[src/hdl/assert_macros.svh]
// Assertion macros shared by the RTL files.
// No dependencies; the bodies are empty when SYNTHESIS is defined.
`ifndef ASSERT_MACROS_SVH
`define ASSERT_MACROS_SVH
`ifndef SYNTHESIS
`define ASSERT_IMPLY(lbl, clk, rst, pre, post) \
   lbl: assert property (@(posedge clk) disable iff (rst) (pre) |-> (post)) \
      else $error("implication check failed");
`define ASSERT_NEXT(lbl, clk, rst, pre, post) \
   lbl: assert property (@(posedge clk) disable iff (rst) (pre) |=> (post)) \
      else $error("next-cycle check failed");
`else
`define ASSERT_IMPLY(lbl, clk, rst, pre, post)
`define ASSERT_NEXT(lbl, clk, rst, pre, post)
`endif
`endif

[src/hdl/ipcs_pkg.sv]
// Package for the inverse Park/Clarke SPWM block: payload structs, state codes,
// register indexes and reset values. No dependencies.
`default_nettype none
package ipcs_pkg;

   localparam int ANGLE_STEPS   = 360;
   localparam int QUARTER_STEPS = 90;
   localparam int ANGLE_BITS    = 9;
   localparam int CSR_INDEX_BITS = 4;

   localparam logic [CSR_INDEX_BITS-1:0] CSR_PWM_GAIN   = 4'd0;
   localparam logic [CSR_INDEX_BITS-1:0] CSR_PWM_CENTER = 4'd1;
   localparam logic [CSR_INDEX_BITS-1:0] CSR_PWM_MIN    = 4'd2;
   localparam logic [CSR_INDEX_BITS-1:0] CSR_PWM_MAX    = 4'd3;

   localparam logic [15:0] PWM_GAIN_RESET   = 16'd500;
   localparam logic [15:0] PWM_CENTER_RESET = 16'd2048;
   localparam logic [15:0] PWM_MIN_RESET    = 16'd50;
   localparam logic [15:0] PWM_MAX_RESET    = 16'd4045;

   localparam logic [1:0] PHASE_U = 2'd0;
   localparam logic [1:0] PHASE_V = 2'd1;
   localparam logic [1:0] PHASE_W = 2'd2;

   typedef struct packed {
      logic signed [15:0] v_d;
      logic signed [15:0] v_q;
      logic signed [11:0] angle_deg;
   } req_type;

   typedef struct packed {
      logic [15:0] duty_u;
      logic [15:0] duty_v;
      logic [15:0] duty_w;
      logic [1:0]  peak_phase;
   } rsp_type;

   typedef struct packed {
      logic [ANGLE_BITS-1:0] idx;
      logic                  cos_sel;
   } trig_req_type;

   typedef enum logic [3:0] {
      ST_IDLE,
      ST_SIN,
      ST_COS,
      ST_MUL_DC,
      ST_MUL_QS,
      ST_MUL_DS,
      ST_MUL_QC,
      ST_ADD_B,
      ST_MUL_KB,
      ST_PH_VW,
      ST_MUL_GV,
      ST_MUL_GW,
      ST_CMP_W,
      ST_PEAK
   } state_type;

endpackage
`default_nettype wire

[src/hdl/inverse_park_clarke_spwm_top.sv]
// Inverse Park/Clarke transform with sinusoidal PWM compare generation.
// The sequencer steps through its states from ST_SIN to ST_PEAK between the input transfer and rsp_valid.
// All products go through one shared 18x32 signed multiplier stepped by the sequencer.
// The input stalls from its transfer until the result moves into the output register.
// Synchronous active-high reset: PWM registers take their reset values, peak phase is u.
// Depends on ipcs_pkg, ipcs_trig and assert_macros.svh.
`default_nettype none
`include "assert_macros.svh"
module inverse_park_clarke_spwm_top
   import ipcs_pkg::*;
#(
   parameter int COMPARE_BITS = 16
) (
   input  logic                      clock,
   input  logic                      reset,
   input  logic                      req_valid,
   output logic                      req_stall,
   input  req_type                   req_data,
   output logic                      rsp_valid,
   input  logic                      rsp_stall,
   output rsp_type                   rsp_data,
   input  logic                      csr_valid,
   output logic                      csr_ready,
   input  logic [CSR_INDEX_BITS-1:0] csr_index,
   input  logic [15:0]               csr_data
);

   localparam int PROD_BITS = 50;
   localparam int VAL_BITS  = 40;
   localparam int Q12_BITS  = 20;
   localparam logic signed [VAL_BITS-1:0] SAT_TOP =
      VAL_BITS'((64'd1 << COMPARE_BITS) - 64'd1);
   localparam logic signed [PROD_BITS-1:0] HALF30 = PROD_BITS'(64'd1 << 29);
   localparam logic signed [PROD_BITS-1:0] HALF12 = PROD_BITS'(64'd1 << 11);
   localparam logic signed [31:0] HALF14 = 32'sd8192;
   localparam logic signed [17:0] SQRT3_HALF_Q16 = 18'sd56756;

   function automatic logic [15:0] make_compare(
      input logic signed [PROD_BITS-1:0] p,
      input logic [15:0]                 center,
      input logic [15:0]                 lo,
      input logic [15:0]                 hi
   );
      logic signed [PROD_BITS-1:0] r;
      logic signed [VAL_BITS-1:0]  v;
      logic [VAL_BITS-1:0]         c;
      r = (p + HALF12) >>> 12;
      v = VAL_BITS'(r) + $signed({{(VAL_BITS-16){1'b0}}, center});
      if (v < 0) begin
         c = '0;
      end else if (v > SAT_TOP) begin
         c = SAT_TOP;
      end else begin
         c = v;
      end
      if (c > {{(VAL_BITS-16){1'b0}}, hi}) c = {{(VAL_BITS-16){1'b0}}, hi};
      if (c < {{(VAL_BITS-16){1'b0}}, lo}) c = {{(VAL_BITS-16){1'b0}}, lo};
      return c[15:0];
   endfunction

   state_type state_ff, state_in;

   logic [15:0] pwm_gain_ff, pwm_gain_in;
   logic [15:0] pwm_center_ff, pwm_center_in;
   logic [15:0] pwm_min_ff, pwm_min_in;
   logic [15:0] pwm_max_ff, pwm_max_in;
   logic [1:0]  last_peak_ff, last_peak_in;
   logic        rsp_valid_ff, rsp_valid_in;
   rsp_type     rsp_ff, rsp_in;

   logic signed [15:0]          d_ff, d_in;
   logic signed [15:0]          q_ff, q_in;
   logic [ANGLE_BITS-1:0]       idx_ff, idx_in;
   logic signed [15:0]          s_ff, s_in;
   logic signed [15:0]          c_ff, c_in;
   logic signed [31:0]          alpha_ff, alpha_in;
   logic signed [31:0]          beta_ff, beta_in;
   logic signed [Q12_BITS-1:0]  q12u_ff, q12u_in;
   logic signed [Q12_BITS-1:0]  q12v_ff, q12v_in;
   logic signed [Q12_BITS-1:0]  q12w_ff, q12w_in;
   logic [15:0]                 duty_u_ff, duty_u_in;
   logic [15:0]                 duty_v_ff, duty_v_in;
   logic [15:0]                 duty_w_ff, duty_w_in;
   logic signed [PROD_BITS-1:0] prod_ff, prod_in;

   logic signed [17:0]          mul_a;
   logic signed [31:0]          mul_b;
   trig_req_type                trig_req;
   logic signed [15:0]          trig_val;

   logic                        req_xfer;
   logic                        rsp_load;
   logic [12:0]                 ang0, ang1, ang2, ang3, ang4;
   logic signed [PROD_BITS-1:0] alpha15, ph_v, ph_w;
   logic [15:0]                 best;
   logic [1:0]                  peak;

   ipcs_trig u_trig (
      .trig_req (trig_req),
      .trig_val (trig_val)
   );

   assign trig_req.idx     = idx_ff;
   assign trig_req.cos_sel = (state_ff == ST_COS);

   assign req_stall = (state_ff != ST_IDLE);
   assign req_xfer  = req_valid && !req_stall;
   assign rsp_load  = (state_ff == ST_PEAK) && (!rsp_valid_ff || !rsp_stall);
   assign rsp_valid = rsp_valid_ff;
   assign rsp_data  = rsp_ff;
   assign csr_ready = 1'b1;

   // angle mod 360 by restoring subtraction
   always_comb begin
      ang0 = 13'(req_data.angle_deg) + 13'(6 * ANGLE_STEPS);
      ang1 = (ang0 >= 13'(8 * ANGLE_STEPS)) ? 13'(ang0 - 13'(8 * ANGLE_STEPS)) : ang0;
      ang2 = (ang1 >= 13'(4 * ANGLE_STEPS)) ? 13'(ang1 - 13'(4 * ANGLE_STEPS)) : ang1;
      ang3 = (ang2 >= 13'(2 * ANGLE_STEPS)) ? 13'(ang2 - 13'(2 * ANGLE_STEPS)) : ang2;
      ang4 = (ang3 >= 13'(ANGLE_STEPS)) ? 13'(ang3 - 13'(ANGLE_STEPS)) : ang3;
   end

   // shared multiplier operand select
   always_comb begin
      unique case (state_ff)
         ST_MUL_DC: begin
            mul_a = 18'(d_ff);
            mul_b = 32'(c_ff);
         end
         ST_MUL_QS: begin
            mul_a = 18'(q_ff);
            mul_b = 32'(s_ff);
         end
         ST_MUL_DS: begin
            mul_a = 18'(d_ff);
            mul_b = 32'(s_ff);
         end
         ST_MUL_QC: begin
            mul_a = 18'(q_ff);
            mul_b = 32'(c_ff);
         end
         ST_MUL_KB: begin
            mul_a = SQRT3_HALF_Q16;
            mul_b = beta_ff;
         end
         ST_PH_VW: begin
            mul_a = $signed({2'b00, pwm_gain_ff});
            mul_b = 32'(q12u_ff);
         end
         ST_MUL_GV: begin
            mul_a = $signed({2'b00, pwm_gain_ff});
            mul_b = 32'(q12v_ff);
         end
         ST_MUL_GW: begin
            mul_a = $signed({2'b00, pwm_gain_ff});
            mul_b = 32'(q12w_ff);
         end
         default: begin
            mul_a = '0;
            mul_b = '0;
         end
      endcase
   end

   always_comb begin
      alpha15 = PROD_BITS'(alpha_ff) <<< 15;
      ph_v    = prod_ff - alpha15;
      ph_w    = -prod_ff - alpha15;

      peak = last_peak_ff;
      best = '0;
      if (duty_u_ff > best) begin
         best = duty_u_ff;
         peak = PHASE_U;
      end
      if (duty_v_ff > best) begin
         best = duty_v_ff;
         peak = PHASE_V;
      end
      if (duty_w_ff > best) begin
         peak = PHASE_W;
      end
   end

   always_comb begin
      state_in      = state_ff;
      pwm_gain_in   = pwm_gain_ff;
      pwm_center_in = pwm_center_ff;
      pwm_min_in    = pwm_min_ff;
      pwm_max_in    = pwm_max_ff;
      last_peak_in  = last_peak_ff;
      rsp_in        = rsp_ff;
      d_in          = d_ff;
      q_in          = q_ff;
      idx_in        = idx_ff;
      s_in          = s_ff;
      c_in          = c_ff;
      alpha_in      = alpha_ff;
      beta_in       = beta_ff;
      q12u_in       = q12u_ff;
      q12v_in       = q12v_ff;
      q12w_in       = q12w_ff;
      duty_u_in     = duty_u_ff;
      duty_v_in     = duty_v_ff;
      duty_w_in     = duty_w_ff;
      prod_in       = mul_a * mul_b;

      if (rsp_load) begin
         rsp_valid_in = 1'b1;
      end else if (rsp_stall) begin
         rsp_valid_in = rsp_valid_ff;
      end else begin
         rsp_valid_in = 1'b0;
      end

      if (csr_valid && csr_ready) begin
         unique case (csr_index)
            CSR_PWM_GAIN:   pwm_gain_in   = csr_data;
            CSR_PWM_CENTER: pwm_center_in = csr_data;
            CSR_PWM_MIN:    pwm_min_in    = csr_data;
            CSR_PWM_MAX:    pwm_max_in    = csr_data;
            default: ;
         endcase
      end

      unique case (state_ff)
         ST_IDLE: begin
            if (req_xfer) begin
               d_in     = req_data.v_d;
               q_in     = req_data.v_q;
               idx_in   = ang4[ANGLE_BITS-1:0];
               state_in = ST_SIN;
            end
         end
         ST_SIN: begin
            s_in     = trig_val;
            state_in = ST_COS;
         end
         ST_COS: begin
            c_in     = trig_val;
            state_in = ST_MUL_DC;
         end
         ST_MUL_DC: begin
            state_in = ST_MUL_QS;
         end
         ST_MUL_QS: begin
            alpha_in = 32'(prod_ff);
            state_in = ST_MUL_DS;
         end
         ST_MUL_DS: begin
            alpha_in = alpha_ff - 32'(prod_ff);
            state_in = ST_MUL_QC;
         end
         ST_MUL_QC: begin
            beta_in  = 32'(prod_ff);
            state_in = ST_ADD_B;
         end
         ST_ADD_B: begin
            beta_in  = beta_ff + 32'(prod_ff);
            q12u_in  = Q12_BITS'((alpha_ff + HALF14) >>> 14);
            state_in = ST_MUL_KB;
         end
         ST_MUL_KB: begin
            state_in = ST_PH_VW;
         end
         ST_PH_VW: begin
            q12v_in  = Q12_BITS'((ph_v + HALF30) >>> 30);
            q12w_in  = Q12_BITS'((ph_w + HALF30) >>> 30);
            state_in = ST_MUL_GV;
         end
         ST_MUL_GV: begin
            duty_u_in = make_compare(prod_ff, pwm_center_ff, pwm_min_ff, pwm_max_ff);
            state_in  = ST_MUL_GW;
         end
         ST_MUL_GW: begin
            duty_v_in = make_compare(prod_ff, pwm_center_ff, pwm_min_ff, pwm_max_ff);
            state_in  = ST_CMP_W;
         end
         ST_CMP_W: begin
            duty_w_in = make_compare(prod_ff, pwm_center_ff, pwm_min_ff, pwm_max_ff);
            state_in  = ST_PEAK;
         end
         ST_PEAK: begin
            if (rsp_load) begin
               rsp_in.duty_u     = duty_u_ff;
               rsp_in.duty_v     = duty_v_ff;
               rsp_in.duty_w     = duty_w_ff;
               rsp_in.peak_phase = peak;
               last_peak_in      = peak;
               state_in          = ST_IDLE;
            end
         end
         default: begin
            state_in = ST_IDLE;
         end
      endcase
   end

   always_ff @(posedge clock) begin
      if (reset) begin
         state_ff <= ST_IDLE;
      end else begin
         state_ff <= state_in;
      end
   end

   always_ff @(posedge clock) begin
      if (reset) begin
         pwm_gain_ff   <= PWM_GAIN_RESET;
         pwm_center_ff <= PWM_CENTER_RESET;
         pwm_min_ff    <= PWM_MIN_RESET;
         pwm_max_ff    <= PWM_MAX_RESET;
         last_peak_ff  <= PHASE_U;
         rsp_valid_ff  <= 1'b0;
      end else begin
         pwm_gain_ff   <= pwm_gain_in;
         pwm_center_ff <= pwm_center_in;
         pwm_min_ff    <= pwm_min_in;
         pwm_max_ff    <= pwm_max_in;
         last_peak_ff  <= last_peak_in;
         rsp_valid_ff  <= rsp_valid_in;
      end
   end

   always_ff @(posedge clock) begin
      rsp_ff    <= rsp_in;
      d_ff      <= d_in;
      q_ff      <= q_in;
      idx_ff    <= idx_in;
      s_ff      <= s_in;
      c_ff      <= c_in;
      alpha_ff  <= alpha_in;
      beta_ff   <= beta_in;
      q12u_ff   <= q12u_in;
      q12v_ff   <= q12v_in;
      q12w_ff   <= q12w_in;
      duty_u_ff <= duty_u_in;
      duty_v_ff <= duty_v_in;
      duty_w_ff <= duty_w_in;
      prod_ff   <= prod_in;
   end

   `ASSERT_NEXT(a_xfer_starts_seq, clock, reset, req_xfer, state_ff == ST_SIN)
   `ASSERT_IMPLY(a_rsp_from_peak, clock, reset, $rose(rsp_valid_ff),
      $past(state_ff == ST_PEAK))
   `ASSERT_IMPLY(a_peak_code, clock, reset, rsp_valid_ff,
      rsp_ff.peak_phase == PHASE_U || rsp_ff.peak_phase == PHASE_V ||
      rsp_ff.peak_phase == PHASE_W)
   `ASSERT_IMPLY(a_duty_in_range, clock, reset, rsp_valid_ff && (pwm_min_ff <= pwm_max_ff),
      rsp_ff.duty_u >= pwm_min_ff && rsp_ff.duty_u <= pwm_max_ff &&
      rsp_ff.duty_w >= pwm_min_ff && rsp_ff.duty_w <= pwm_max_ff)

endmodule
`default_nettype wire

[src/hdl/ipcs_trig.sv]
// Sine/cosine lookup in Q1.14 for whole degrees 0..359, built from a
// quarter-wave constant table. Depends on ipcs_pkg.
`default_nettype none
module ipcs_trig
   import ipcs_pkg::*;
(
   input  trig_req_type       trig_req,
   output logic signed [15:0] trig_val
);

   localparam logic [63:0] PI_Q30 = 64'd3373259426;

   // sin(k deg) in Q1.14, Taylor series in Q30, evaluated at elaboration
   function automatic logic [14:0] quarter_sine(input int unsigned k);
      logic [63:0]        x;
      logic [63:0]        x2;
      logic [63:0]        term;
      logic signed [63:0] sum;
      x    = (64'(k) * PI_Q30) / 64'd180;
      x2   = (x * x) >> 30;
      term = x;
      sum  = signed'(x);
      term = ((term * x2) >> 30) / 64'd6;   sum = sum - signed'(term);
      term = ((term * x2) >> 30) / 64'd20;  sum = sum + signed'(term);
      term = ((term * x2) >> 30) / 64'd42;  sum = sum - signed'(term);
      term = ((term * x2) >> 30) / 64'd72;  sum = sum + signed'(term);
      term = ((term * x2) >> 30) / 64'd110; sum = sum - signed'(term);
      term = ((term * x2) >> 30) / 64'd156; sum = sum + signed'(term);
      term = ((term * x2) >> 30) / 64'd210; sum = sum - signed'(term);
      if (sum < 0) sum = '0;
      return 15'((unsigned'(sum) + 64'd32768) >> 16);
   endfunction

   logic [14:0] qsine_rom [0:QUARTER_STEPS];

   for (genvar k = 0; k <= QUARTER_STEPS; k++) begin : g_qsine
      localparam logic [14:0] QVAL = quarter_sine(k);
      assign qsine_rom[k] = QVAL;
   end

   logic [ANGLE_BITS:0]   m_sum;
   logic [ANGLE_BITS-1:0] m;
   logic [ANGLE_BITS-1:0] base;
   logic [1:0]            quad;
   logic [6:0]            r;
   logic [6:0]            addr;
   logic [14:0]           mag;

   always_comb begin
      m_sum = {1'b0, trig_req.idx} + (trig_req.cos_sel ? 10'(QUARTER_STEPS) : 10'd0);
      if (m_sum >= 10'(ANGLE_STEPS)) begin
         m = 9'(m_sum - 10'(ANGLE_STEPS));
      end else begin
         m = m_sum[ANGLE_BITS-1:0];
      end
      priority if (m >= 9'(3 * QUARTER_STEPS)) begin
         quad = 2'd3;
         base = 9'(3 * QUARTER_STEPS);
      end else if (m >= 9'(2 * QUARTER_STEPS)) begin
         quad = 2'd2;
         base = 9'(2 * QUARTER_STEPS);
      end else if (m >= 9'(QUARTER_STEPS)) begin
         quad = 2'd1;
         base = 9'(QUARTER_STEPS);
      end else begin
         quad = 2'd0;
         base = '0;
      end
      r    = 7'(m - base);
      addr = quad[0] ? 7'(7'(QUARTER_STEPS) - r) : r;
      mag  = qsine_rom[addr];
      if (quad[1]) begin
         trig_val = 16'(-$signed({1'b0, mag}));
      end else begin
         trig_val = $signed({1'b0, mag});
      end
   end

endmodule
`default_nettype wire

[config.mk]
export PLATFORM = sky130hd
export DESIGN_NAME = inverse_park_clarke_spwm_top
export DESIGN_NICKNAME = d
export VERILOG_FILES = /design/src/hdl/ipcs_pkg.sv /design/src/hdl/inverse_park_clarke_spwm_top.sv /design/src/hdl/ipcs_trig.sv
export VERILOG_INCLUDE_DIRS = /design/src /design/src/hdl
export SDC_FILE = /design/constraint.sdc
export NUM_CORES = 2
export LEC_CHECK = 0
export BUFFER_PORTS_ARGS = -buffer_cell sky130_fd_sc_hd__buf_2
export CORE_UTILIZATION = 45
export CTS_BUF_LIST = sky130_fd_sc_hd__clkbuf_4
export DETAILED_ROUTE_END_ITERATION = 8
export PLACE_DENSITY_LB_ADDON = 0.1
export SETUP_SLACK_MARGIN = 0.2
export SLEW_MARGIN = 20
export SYNTH_ARGS = -nofsm -noshare
export SYNTH_HDL_FRONTEND = slang
export SYNTH_SLANG_ARGS = --single-unit
[constraint.sdc]
create_clock -name clock -period 20.6 [get_ports clock]
set_clock_uncertainty 0.1 [all_clocks]
set_input_delay 4.12 -clock clock [delete_from_list [all_inputs] [get_ports clock]]
set_output_delay 4.12 -clock clock [all_outputs]
set_load 0.03 [all_outputs]
==> results_dict.tcl <==
set metrics [dict create \
    cts_setup_buffers 0 \
    hold_viol 0 \
    grt_pass1_vias 40900 \
    synth_seq_cells 414 \
    ys.flop_type "edfxtp_1" \
    report.power.total_mw 9.248 \
    port_buffers 120 \
    dpl.hpwl_um 125800 \
    end_kind "flip-flop" \
    syn-instance-count 5572 \
    core_area_um2 111100 \
    dr.pass1.iters 9 \
    relSlewSlack 0.1877 \
    grt_util_met1 0.3806 \
    setup_viol 0 \
    antenna_found_initial 4 \
    use_met2 0.4634 \
    dieHeight_um 337.3 \
    vdd_drop_max_mv 0.4067 \
    initial_core_util 0.4552 \
    met3_usage 0.03786 \
    ctsHoldBuffers 0 \
    clk_root_buffer_cell "clkbuf_4" \
    grt_pass1_wl_um 244200 \
    rsz0062_at_grt "false" \
    drive_gt1_frac 0.09665 \
    drv_cap 0 \
    crit_required_ns 21.38 \
    rrSetupSlack_ns 9.41 \
    crit_path_max_fanout 52 \
    nNetsFinal 6769 \
    num_vias 41000 \
    postRouteAntennaNets 0 \
    drtIter0Drc 3375 \
    cts_buffer_depth 3 \
    critPathBufInv 4 \
    post-route-period-util 0.5430 \
    path_delay_family "compound AO/OA/AOI/OAI gates" \
    final_util 0.4917 \
    hold_class "flip-flop to flip-flop" \
    slowest_delay_ns 0.77 \
    slew_violations 0 \
    grtUsageTotal 0.2824 \
    syn_avg_cell_area_um2 9.077 \
    violations "DRC" \
    fmax_mhz 89.40 \
    rows 122 \
    cellLeakagePower_nw 24.16 \
    gp_congestion 0.9750 \
    wire_per_inst_um 21.82 \
    tightest_slew_ns 1.207 \
    critPathKind "flip-flop to flip-flop" \
    cts_tree "built" \
    yosysUniqueCellTypes 117 \
    setup-tns-final_ns 0 \
    grt_overflow_total 0 \
    cts_made_buffers 118 \
    path_clk_slew_ns 0.07 \
    grt_max_degree 72 \
    status "finished, violations left" \
    htree_levels 3 \
    synthArstFlopShare 0 \
    ctsResizeCount 0 \
    area_growth_syn_to_layout_pct 8.040 \
    viasPerCell 5.628 \
    synth-edff-count 293 \
    routed_wl_um 159000 \
    fin_crit_ns 11.19 \
    synth_nets 6650 \
    start_kind "flip-flop" \
    yosysWarnings 0 \
    drc 2 \
    crit_slowest_cell "dfxtp_1" \
    clkSinkCount 414 \
    netlist_area_um2 50580 \
    die-area_um2 113700 \
    cp_common_cell "fa_1" \
    worstPathArrival_ns 11.97 \
    dieWidth_um 337.3 \
    power_density_nw_per_um2 169.2 \
    n_fill_cell 10840 \
    pin_count 122 \
    clkLatencyLatePin_ns 1.07 \
    ys_seq_area_frac 0.2218 \
    grt_busiest_layer "met2" \
]
where the power goes:
group | switching [mW] | internal (mW)
Combinational | 4.70 | 2.29
Clock | 0.410 | 0.452
Sequential | 0.0809 | 1.32
Total | 5.19 | 4.06
cell type report:
type | instances | area, µm² | share of cell area
Timing Repair Buffer | 208 | 1259 | 0.02303
Antenna cell | 4 | 10.01 | 0.0001832
Sequential cell | 414 | 11220 | 0.2053
Clock inverter | 59 | 454.2 | 0.008311
Clock buffer | 164 | 1231 | 0.02253
Inverter | 832 | 3123 | 0.05715
Tap cell | 1488 | 1862 | 0.03407
Multi-Input combinational cell | 4117 | 35490 | 0.6494
final timing paths:
| kind | start | to | depth (start not counted) |
|---|---|---|---|
| max | state_ff[3]$_SDFFE_PP0P_ | prod_ff[46]$_DFF_P_ | 30 |
| min | duty_v_ff[11]$_DFFE_PN_ | rsp_data[29]$_DFFE_PP_ | 0 |
| max reg2reg | state_ff[3]$_SDFFE_PP0P_ | prod_ff[46]$_DFF_P_ | 30 |
| min reg2reg | duty_v_ff[11]$_DFFE_PN_ | rsp_data[29]$_DFFE_PP_ | 0 |
cells in the mapped netlist (49+ instances only):
cell type / instances / share of area
nand2b_1: 50 / 0.0062
nand3_1: 108 / 0.011
xnor2_1: 198 / 0.034
a21o_1: 121 / 0.018
o21a_1: 61 / 0.0091
o21ai_0: 206 / 0.020
inv_1: 826 / 0.061
ha_1: 451 / 0.11
nand2_1: 751 / 0.056
fa_1: 558 / 0.22
edfxtp_1: 293 / 0.17
mux2i_1: 49 / 0.0097
nor2_1: 321 / 0.024
dfxtp_1: 121 / 0.048
clkbuf_1: 158 / 0.012
a21oi_1: 260 / 0.026
nor2b_1: 53 / 0.0066
xor2_1: 65 / 0.011
nor3_1: 90 / 0.0089
placed cells by master, fill, tap and decap left out, types with 46 or more instances in the layout:
master / instances
o21a_1: 61
nor2_1: 316
inv_1: 826
fa_1: 558
o21ai_0: 205
dfxtp_1: 121
nand4_1: 48
xnor2_1: 198
mux2i_1: 49
nand2b_1: 50
buf_2: 121
nor3_1: 85
nand3_1: 108
xor2_1: 64
ha_1: 451
a21o_1: 121
nor2b_1: 52
edfxtp_1: 293
buf_4: 87
a21oi_1: 259
clkbuf_4: 164
mux2_2: 46
nand2_1: 749
per-stage QoR:
step / hold slack (ns) / cells / cell area [µm²] / setup WS (ns)
after floorplan: 0.3264 / 5572 / 50580 / 10.98
after global placement: 0.3545 / 7058 / 52930 / 9.945
after CTS: 0.3392 / 7281 / 54620 / 9.589
final: 0.3598 / 7286 / 54650 / 9.415
after global routing: 0.3601 / 7285 / 54640 / 8.933
after detailed placement: 0.3579 / 7058 / 52940 / 9.756
routing by layer:
layer	share of wire	vias up
met5	0.00012	-
met1	0.44	20190
met4	0.038	2
met2	0.46	1377
met3	0.062	281
li1	-	19150
flip-flops by register name, summed over array words and instances, names as in the netlist, 18 cells and up:
register and cells:
q12w_ff 20, q12u_ff 18, prod_ff 50, beta_ff 32, q12v_ff 20, alpha_ff 32, rsp_data 50
logic make-up (layout without fill, tap and decap cells):
| logic type | count (synthesis) | in the layout | share of synthesized area |
|---|---|---|---|
| flops | 414 | 414 | 0.2218 |
| compound gates | 1092 | 1092 | 0.1491 |
| other cells | 1 | 5 | 0.00007414 |
| xor+xnor | 265 | 265 | 0.04641 |
| buf+inv | 1041 | 1263 | 0.07918 |
| mux | 96 | 96 | 0.02021 |
| simple gates | 1654 | 1654 | 0.1507 |
| fa+ha+maj | 1009 | 1009 | 0.3324 |
No activity file was read; power rests on OpenSTA's default activity.
